<file path="src/rtl/ghash_pkg.sv">
// shared types and constants of the ghash accumulator
package ghash_pkg;

    localparam int BLOCK_BITS     = 128;
    localparam int BLOCK_BYTES    = 16;
    localparam int HALF_BITS      = 64;
    localparam int COUNT_BITS     = 5;
    localparam int DIGIT_BITS_DEF = 8;

    // reduction byte of x^128 + x^7 + x^2 + x + 1, reflected order
    localparam logic [7:0] POLY_BYTE = 8'he1;

    localparam logic CFG_KEY_HI = 1'b0;
    localparam logic CFG_KEY_LO = 1'b1;

    typedef enum logic [1:0] {
        MODE_AAD   = 2'd0,
        MODE_TEXT  = 2'd1,
        MODE_FINAL = 2'd2,
        MODE_CLEAR = 2'd3
    } t_mode;

    typedef enum logic [1:0] {
        ST_IDLE,
        ST_MUL,
        ST_PUSH
    } t_state;

    // handshake between control and multiplier
    typedef struct packed {
        logic busy;
        logic done;
    } t_mul_status;

endpackage

</file>
<file path="src/rtl/ghash_mul.sv">
// digit-serial gf(2^128) multiplier, DIGIT_BITS bits of x per cycle
module ghash_mul #(
    parameter int DIGIT_BITS = ghash_pkg::DIGIT_BITS_DEF
) (
    input  logic                            i_clk,
    input  logic                            i_rst_n,
    input  logic                            i_start,
    input  logic [ghash_pkg::BLOCK_BITS-1:0] i_x,
    input  logic [ghash_pkg::BLOCK_BITS-1:0] i_h,
    output ghash_pkg::t_mul_status          o_status,
    output logic [ghash_pkg::BLOCK_BITS-1:0] o_z
);

    localparam int NSTEP = (ghash_pkg::BLOCK_BITS + DIGIT_BITS - 1) / DIGIT_BITS;
    localparam int CNT_W = $clog2(NSTEP);

    logic [ghash_pkg::BLOCK_BITS-1:0] r_x, r_v, r_z;
    logic [ghash_pkg::BLOCK_BITS-1:0] n_x, n_v, n_z;
    logic [CNT_W-1:0]                 r_cnt;
    logic                             r_busy, r_done;
    logic                             last_step;

    assign last_step = (r_cnt == CNT_W'(NSTEP - 1));

    // one digit of x: DIGIT_BITS shift-and-add steps
    always_comb begin
        n_x = r_x;
        n_v = r_v;
        n_z = r_z;
        for (int b = 0; b < DIGIT_BITS; b++) begin
            if (n_x[ghash_pkg::BLOCK_BITS-1]) begin
                n_z = n_z ^ n_v;
            end
            n_x = {n_x[ghash_pkg::BLOCK_BITS-2:0], 1'b0};
            if (n_v[0]) begin
                n_v = {1'b0, n_v[ghash_pkg::BLOCK_BITS-1:1]};
                n_v[ghash_pkg::BLOCK_BITS-1 -: 8] = n_v[ghash_pkg::BLOCK_BITS-1 -: 8]
                                                    ^ ghash_pkg::POLY_BYTE;
            end else begin
                n_v = {1'b0, n_v[ghash_pkg::BLOCK_BITS-1:1]};
            end
        end
    end

    always_ff @(posedge i_clk) begin
        if (!i_rst_n) begin
            r_busy <= 1'b0;
            r_done <= 1'b0;
            r_cnt  <= '0;
        end else begin
            r_done <= r_busy && last_step;
            if (i_start) begin
                r_busy <= 1'b1;
                r_cnt  <= '0;
            end else if (r_busy) begin
                r_cnt <= r_cnt + 1'b1;
                if (last_step) begin
                    r_busy <= 1'b0;
                end
            end
        end
    end

    always_ff @(posedge i_clk) begin
        if (i_start) begin
            r_x <= i_x;
            r_v <= i_h;
            r_z <= '0;
        end else if (r_busy) begin
            r_x <= n_x;
            r_v <= n_v;
            r_z <= n_z;
        end
    end

    assign o_status.busy = r_busy;
    assign o_status.done = r_done;
    assign o_z           = r_z;

endmodule

</file>
<file path="src/rtl/ghash_accumulator.sv">
// GHASH accumulator top level: control, state registers and stream ports
//
// Each word on the input stream is an absorb (additional data or ciphertext),
// a finalize or a clear, and gives exactly one result word. Absorb and finalize
// run a GF(2^128) multiply by the key that consumes DIGIT_BITS bits of the
// operand per cycle. An item passes through the multiply state until the
// multiplier's done flag and then the push state, which waits until the output
// register is free or being read, before the next word is taken. A clear or an
// absorb with zero bytes skips the multiply and goes straight to the push state.
// The result sits in an output register, so the next word is taken while an
// earlier result still waits. The user writes the key registers through the
// config port only while the block idles; the block does not enforce this.
module ghash_accumulator #(
    parameter int DIGIT_BITS = ghash_pkg::DIGIT_BITS_DEF
) (
    input  logic          i_clk,
    input  logic          i_rst_n,
    // config write port
    input  logic          i_cfg_we,
    input  logic          i_cfg_addr,
    input  logic [63:0]   i_cfg_data,
    // input words
    input  logic          s_axis_tvalid,
    output logic          s_axis_tready,
    input  logic [135:0]  s_axis_tdata,   // block_hi, block_lo, byte_count, zero pad
    input  logic [1:0]    s_axis_tuser,   // mode
    // result words
    output logic          m_axis_tvalid,
    input  logic          m_axis_tready,
    output logic [127:0]  m_axis_tdata,   // hash_hi, hash_lo
    output logic          m_axis_tuser    // is_final
);

    localparam int BB = ghash_pkg::BLOCK_BITS;
    localparam int HB = ghash_pkg::HALF_BITS;

    ghash_pkg::t_state      r_state, n_state;
    ghash_pkg::t_mode       in_mode;
    ghash_pkg::t_mul_status mul_st;

    logic [HB-1:0]  r_key_hi, r_key_lo;
    logic [BB-1:0]  r_acc;
    logic [HB-1:0]  r_aad_bits, r_text_bits;
    logic           r_use_mul, r_upd_acc, r_fin;
    logic           r_out_valid;
    logic [BB-1:0]  r_out_data;
    logic           r_out_fin;

    logic [HB-1:0]  in_hi, in_lo;
    logic [ghash_pkg::COUNT_BITS-1:0] in_cnt, cnt_sat;
    logic [BB-1:0]  byte_mask, mul_x, mul_z;
    logic [HB-1:0]  add_bits;
    logic           accept, is_absorb, need_mul, mul_start, push_en;

    assign in_hi   = s_axis_tdata[63:0];
    assign in_lo   = s_axis_tdata[127:64];
    assign in_cnt  = s_axis_tdata[132:128];
    assign in_mode = ghash_pkg::t_mode'(s_axis_tuser);

    assign cnt_sat  = (in_cnt > ghash_pkg::COUNT_BITS'(ghash_pkg::BLOCK_BYTES))
                      ? ghash_pkg::COUNT_BITS'(ghash_pkg::BLOCK_BYTES) : in_cnt;
    assign add_bits = {{(HB-ghash_pkg::COUNT_BITS-3){1'b0}}, cnt_sat, 3'b000};

    // byte 0 is the top byte of the block
    always_comb begin
        for (int i = 0; i < ghash_pkg::BLOCK_BYTES; i++) begin
            byte_mask[BB-1-8*i -: 8] = (ghash_pkg::COUNT_BITS'(i) < cnt_sat) ? 8'hff : 8'h00;
        end
    end

    assign is_absorb = (in_mode == ghash_pkg::MODE_AAD) || (in_mode == ghash_pkg::MODE_TEXT);
    assign need_mul  = (is_absorb && (cnt_sat != '0)) || (in_mode == ghash_pkg::MODE_FINAL);
    assign mul_x     = (in_mode == ghash_pkg::MODE_FINAL)
                       ? (r_acc ^ {r_aad_bits, r_text_bits})
                       : (r_acc ^ ({in_hi, in_lo} & byte_mask));

    // next state
    always_comb begin
        n_state = r_state;
        unique case (r_state)
            ghash_pkg::ST_IDLE: begin
                if (s_axis_tvalid) begin
                    n_state = need_mul ? ghash_pkg::ST_MUL : ghash_pkg::ST_PUSH;
                end
            end
            ghash_pkg::ST_MUL: begin
                if (mul_st.done) begin
                    n_state = ghash_pkg::ST_PUSH;
                end
            end
            ghash_pkg::ST_PUSH: begin
                if (!r_out_valid || m_axis_tready) begin
                    n_state = ghash_pkg::ST_IDLE;
                end
            end
            default: n_state = ghash_pkg::ST_IDLE;
        endcase
    end

    // state outputs
    always_comb begin
        s_axis_tready = 1'b0;
        push_en       = 1'b0;
        unique case (r_state)
            ghash_pkg::ST_IDLE: s_axis_tready = 1'b1;
            ghash_pkg::ST_MUL:  ;
            ghash_pkg::ST_PUSH: push_en = !r_out_valid || m_axis_tready;
            default: ;
        endcase
    end

    assign accept    = s_axis_tvalid && s_axis_tready;
    assign mul_start = accept && need_mul;

    ghash_mul #(
        .DIGIT_BITS (DIGIT_BITS)
    ) u_mul (
        .i_clk    (i_clk),
        .i_rst_n  (i_rst_n),
        .i_start  (mul_start),
        .i_x      (mul_x),
        .i_h      ({r_key_hi, r_key_lo}),
        .o_status (mul_st),
        .o_z      (mul_z)
    );

    always_ff @(posedge i_clk) begin
        if (!i_rst_n) begin
            r_state     <= ghash_pkg::ST_IDLE;
            r_key_hi    <= '0;
            r_key_lo    <= '0;
            r_acc       <= '0;
            r_aad_bits  <= '0;
            r_text_bits <= '0;
            r_use_mul   <= 1'b0;
            r_upd_acc   <= 1'b0;
            r_fin       <= 1'b0;
            r_out_valid <= 1'b0;
        end else begin
            r_state <= n_state;
            if (i_cfg_we) begin
                if (i_cfg_addr == ghash_pkg::CFG_KEY_HI) begin
                    r_key_hi <= i_cfg_data;
                end else begin
                    r_key_lo <= i_cfg_data;
                end
            end
            if (accept) begin
                r_use_mul <= need_mul;
                r_upd_acc <= need_mul && is_absorb;
                r_fin     <= (in_mode == ghash_pkg::MODE_FINAL);
                case (in_mode)
                    ghash_pkg::MODE_AAD: begin
                        r_aad_bits <= r_aad_bits + add_bits;
                    end
                    ghash_pkg::MODE_TEXT: begin
                        r_text_bits <= r_text_bits + add_bits;
                    end
                    ghash_pkg::MODE_CLEAR: begin
                        r_acc       <= '0;
                        r_aad_bits  <= '0;
                        r_text_bits <= '0;
                    end
                    default: ;
                endcase
            end
            if (push_en && r_upd_acc) begin
                r_acc <= mul_z;
            end
            if (push_en) begin
                r_out_valid <= 1'b1;
            end else if (m_axis_tready) begin
                r_out_valid <= 1'b0;
            end
        end
    end

    // output word payload
    always_ff @(posedge i_clk) begin
        if (push_en) begin
            r_out_data <= r_use_mul ? mul_z : r_acc;
            r_out_fin  <= r_fin;
        end
    end

    assign m_axis_tvalid        = r_out_valid;
    assign m_axis_tdata[63:0]   = r_out_data[BB-1:HB];
    assign m_axis_tdata[127:64] = r_out_data[HB-1:0];
    assign m_axis_tuser         = r_out_fin;

    a_ready_not_busy: assert property (@(posedge i_clk) disable iff (!i_rst_n)
        s_axis_tready |-> !mul_st.busy)
        else $error("input taken while multiplier busy");

    a_done_in_mul: assert property (@(posedge i_clk) disable iff (!i_rst_n)
        mul_st.done |-> (r_state == ghash_pkg::ST_MUL))
        else $error("multiply finished outside multiply state");

    a_clear_zeroes: assert property (@(posedge i_clk) disable iff (!i_rst_n)
        (accept && (in_mode == ghash_pkg::MODE_CLEAR))
            |=> ((r_acc == '0) && (r_aad_bits == '0) && (r_text_bits == '0)))
        else $error("clear left state behind");

    a_final_keeps_acc: assert property (@(posedge i_clk) disable iff (!i_rst_n)
        (push_en && r_fin) |=> $stable(r_acc))
        else $error("finalize changed the accumulator");

endmodule
</file>
<file path="config.mk">
export PLATFORM = sky130hd
export DESIGN_NAME = ghash_accumulator
export DESIGN_NICKNAME = d
export VERILOG_FILES = /design/src/rtl/ghash_pkg.sv /design/src/rtl/ghash_mul.sv /design/src/rtl/ghash_accumulator.sv
export SDC_FILE = /design/constraint.sdc
export NUM_CORES = 2
export LEC_CHECK = 0
export ABC_AREA = 1
export BUFFER_PORTS_ARGS = -buffer_cell sky130_fd_sc_hd__buf_2
export CAP_MARGIN = 20
export CORE_AREA = 2 2 362 364
export CTS_CLUSTER_DIAMETER = 100
export DETAILED_ROUTE_END_ITERATION = 10
export DIE_AREA = 0 0 364 366
export SLEW_MARGIN = 20
export SYNTH_ARGS = -nofsm -noshare
export SYNTH_HDL_FRONTEND = slang
export SYNTH_SLANG_ARGS = --single-unit
</file>
<file path="constraint.sdc">
create_clock -name i_clk -period 11.25 [get_ports i_clk]
set_input_delay 1.125 -clock i_clk [delete_from_list [all_inputs] [get_ports i_clk]]
set_output_delay 1.125 -clock i_clk [all_outputs]
set_load 0.01 [all_outputs]
</file>
==> metrics.cfg <==
[sta]
grt_setup_unrepaired = false
hold_viol = 0
relSlewSlack_pct = 21.3
finalCritPeriodShare_pct = 39.7
setup_viol = 0
finClkSkew_ns = 0.0328
clock.fmax_ghz = 0.224
tightest_slew_ns = 1.18
tns_ns = 0
drv_slew = 0
min_period_ns = 4.47

[die]
chipHeight_um = 366
rows = 132
dieWidth_um = 364
ioPinCount = 339
start_util_pct = 43.9
die_area_sq_mm = 0.133
coreArea_sq_mm = 0.129

[finish]
layout.cells.most_common = nand2_1
nets = 8065
n_fill_cell = 12874
design_area_sq_mm = 0.0621
drive_gt1_share_pct = 7.52
area_growth_pct = 9.80
fin_util_pct = 48.1
final_cell_mix = nand2_1, xor2_1, inv_1

[global_routing]
grt_usage_pct = 29.1
grt_overflow = 0
grt_start_max_net_pins = 258
grt_pass1_wl_um = 297000
grt_pass1_vias = 46849
antenna_found_initial = 3

[cts]
clock_sinks = 903
h-tree-depth = 3
cts_tree = done
clockRootBuffer = clkbuf_16
postCtsHoldBufs = 0
cts_buffer_depth = 3
insertion_delay_ns = 0.74
post-cts-setup-buffer-count = 0
ctsResizeCount = 0
cts_buffers = 102
path_clk_slew_ns = 0.06

[min_path]
hold_class = flip-flop to flip-flop

[setup_path]
start_kind = primary input
cp_top_family = buffers and inverters
crit_chain = buf_2 -> nor2_2 -> inv_2 -> nand2_4 -> nor2_8 -> nand2_1 -> o21ai_2 -> nor2_4 -> buf_4 -> inv_8 -> nand2_4 -> buf_12
timing_worst_setup_path_type = primary input to flip-flop
max_stage_delay_ns = 0.68
arrival_ns = 4.82
cp.depth = 12
r2r_slack_ns = 7.49
crit_fanout = 165
cp_common_cell = nand2_4
endpoint = u_mul.r_x[25]
worst_ep_required_time_ns = 11.60
worstReg2RegEnd = u_mul.r_x[25]
crit_path_top_delay_cell = buf_12
ff2ff_path_depth = 7
end_kind = flip-flop
worstSetupStartpoint = s_axis_tdata[132]
rr_startpoint = r_state[0]
crit_buf_inv = 5

[detailed_routing]
routed_via_density = 5.32
drt-wirelength-per-cell_um = 20.7
drt-total-wl_um = 200000
postRouteAntennaNets = 0
via_count = 51475
drtPass1Iterations = 6
first_iter_violations = 6003
route.detailed.drc = 0

[logic_synthesis]
synth_cells = 7871
synthTopCellsByArea = edfxtp_1, dfxtp_1, nand2_1
synth_fp_nets = 8096
synth_area_per_cell_sq_um = 7.19
ys_seq_area_share_pct = 38.8
synth_cell_types = 45
ys_ff_latch = 903
yosys_warnings = 0
synth_top_cell_area_share_pct = 20.4
yosysTopAreaCell = edfxtp_1
netlist_area_sq_mm = 0.0566

[placed_design]
post_dp_cell_area_sq_mm = 0.0588
place_congestion = 0.974
io_buffers = 335
dpl.hpwl_um = 140000

[power]
peakVddDrop_mv = 0.116
p_per_area_mw_per_mm2 = 197
p_leak_uw = 0.0250
power_uw = 12200

[status]
status = completed

[flow_run]
cap_violations = 0

## cell families (layout without fill, tap and decap cells)
| logic type | after synthesis | after routing | synth area share (%) |
|---|---|---|---|
| other | 0 | 2 | 0 |
| flip-flops | 903 | 903 | 38.8 |
| AO/OA/AOI/OAI | 973 | 973 | 8.91 |
| adder cells (fa/ha/maj) | 17 | 17 | 0.403 |
| buffers and inverters | 1191 | 1246 | 8.25 |
| AND/OR/NAND/NOR | 3673 | 3673 | 26.4 |
| XOR/XNOR | 1114 | 1114 | 17.2 |
## area by class of cell
| cell class | instances | area (sq um) | area share (%) |
|---|---|---|---|
| clock buffer | 137 | 2820 | 4.54 |
| clock inverter | 53 | 527 | 0.848 |
| tap | 1742 | 2180 | 3.51 |
| timing repair buffer | 382 | 2080 | 3.35 |
| multi-input combinational | 5777 | 30000 | 48.3 |
| antenna | 2 | 5.00 | 0.00806 |
| sequential | 903 | 21900 | 35.3 |
| inverter | 674 | 2550 | 4.10 |
## how the worst min path moves through the flow
stage | from | to | slack (ns) | cells after the start
floorplan | r_fin | m_axis_tuser | 0.40 | 0
CTS | r_fin | m_axis_tuser | 0.44 | 0
global placement | r_fin | m_axis_tuser | 0.41 | 0
global route | r_fin | m_axis_tuser | 0.46 | 0
finish | r_fin | m_axis_tuser | 0.44 | 0
detailed placement | r_fin | m_axis_tuser | 0.42 | 0
## per-layer routing
| metal | GRT usage [%] | share of wire (%) | wire length [um] |
|---|---|---|---|
| met2 | 44.0 | 44 | 87500 |
| met4 | 8.15 | 2.6 | 5140 |
| met1 | 43.2 | 45 | 90700 |
| met3 | 4.01 | 8.3 | 16500 |
| met5 | 0 | 0 | 0 |
## Yosys cell counts (all sizes together)
cell type / number
nor3b: 6
clkbuf: 411
o22ai: 35
buf: 106
a31oi: 5
nor4: 5
o31ai: 8
or2: 21
edfxtp: 385
o21bai: 15
nand4: 85
xor2: 660
a211oi: 1
nand3: 481
inv: 668
o2111a: 1
o221ai: 1
a21oi: 251
ha: 15
fa: 2
a22oi: 7
and2: 7
nand2b: 2
o21a: 8
and3: 2
nand3b: 18
nor2: 538
nand2: 2445
clkinv: 6
xnor2: 454
o21ai: 641
nor3: 63
dfxtp: 518
## power breakdown
part | internal, uW | total [uW] | switching, uW
Combinational | 1690 | 4080 | 2390
Clock | 1930 | 3410 | 1480
Sequential | 3930 | 4740 | 813
## flip-flops by register name, summed over array words and instances, names as in the netlist
register	cells
u_mul.r_v	128
r_aad_bits	61
r_text_bits	61
r_key_lo	64
r_out_data	128
u_mul.r_cnt	4
m_axis_tvalid	1
u_mul.o_z	128
m_axis_tuser	1
u_mul.r_busy	1
u_mul.r_done	1
u_mul.r_x	128
r_state	2
r_use_mul	1
r_key_hi	64
r_upd_acc	1
r_fin	1
r_acc	128
## stage by stage
step | setup WS (ns) | hold WS, ns | instances
global placement | 6.14 | 0.414 | 9478
global route | 6.55 | 0.457 | 9668
detailed placement | 6.13 | 0.419 | 9478
floorplan | 2.79 | 0.403 | 7871
CTS | 6.89 | 0.436 | 9668
finish | 6.78 | 0.435 | 9670
Note: power is estimated with default switching activity, not from simulation.
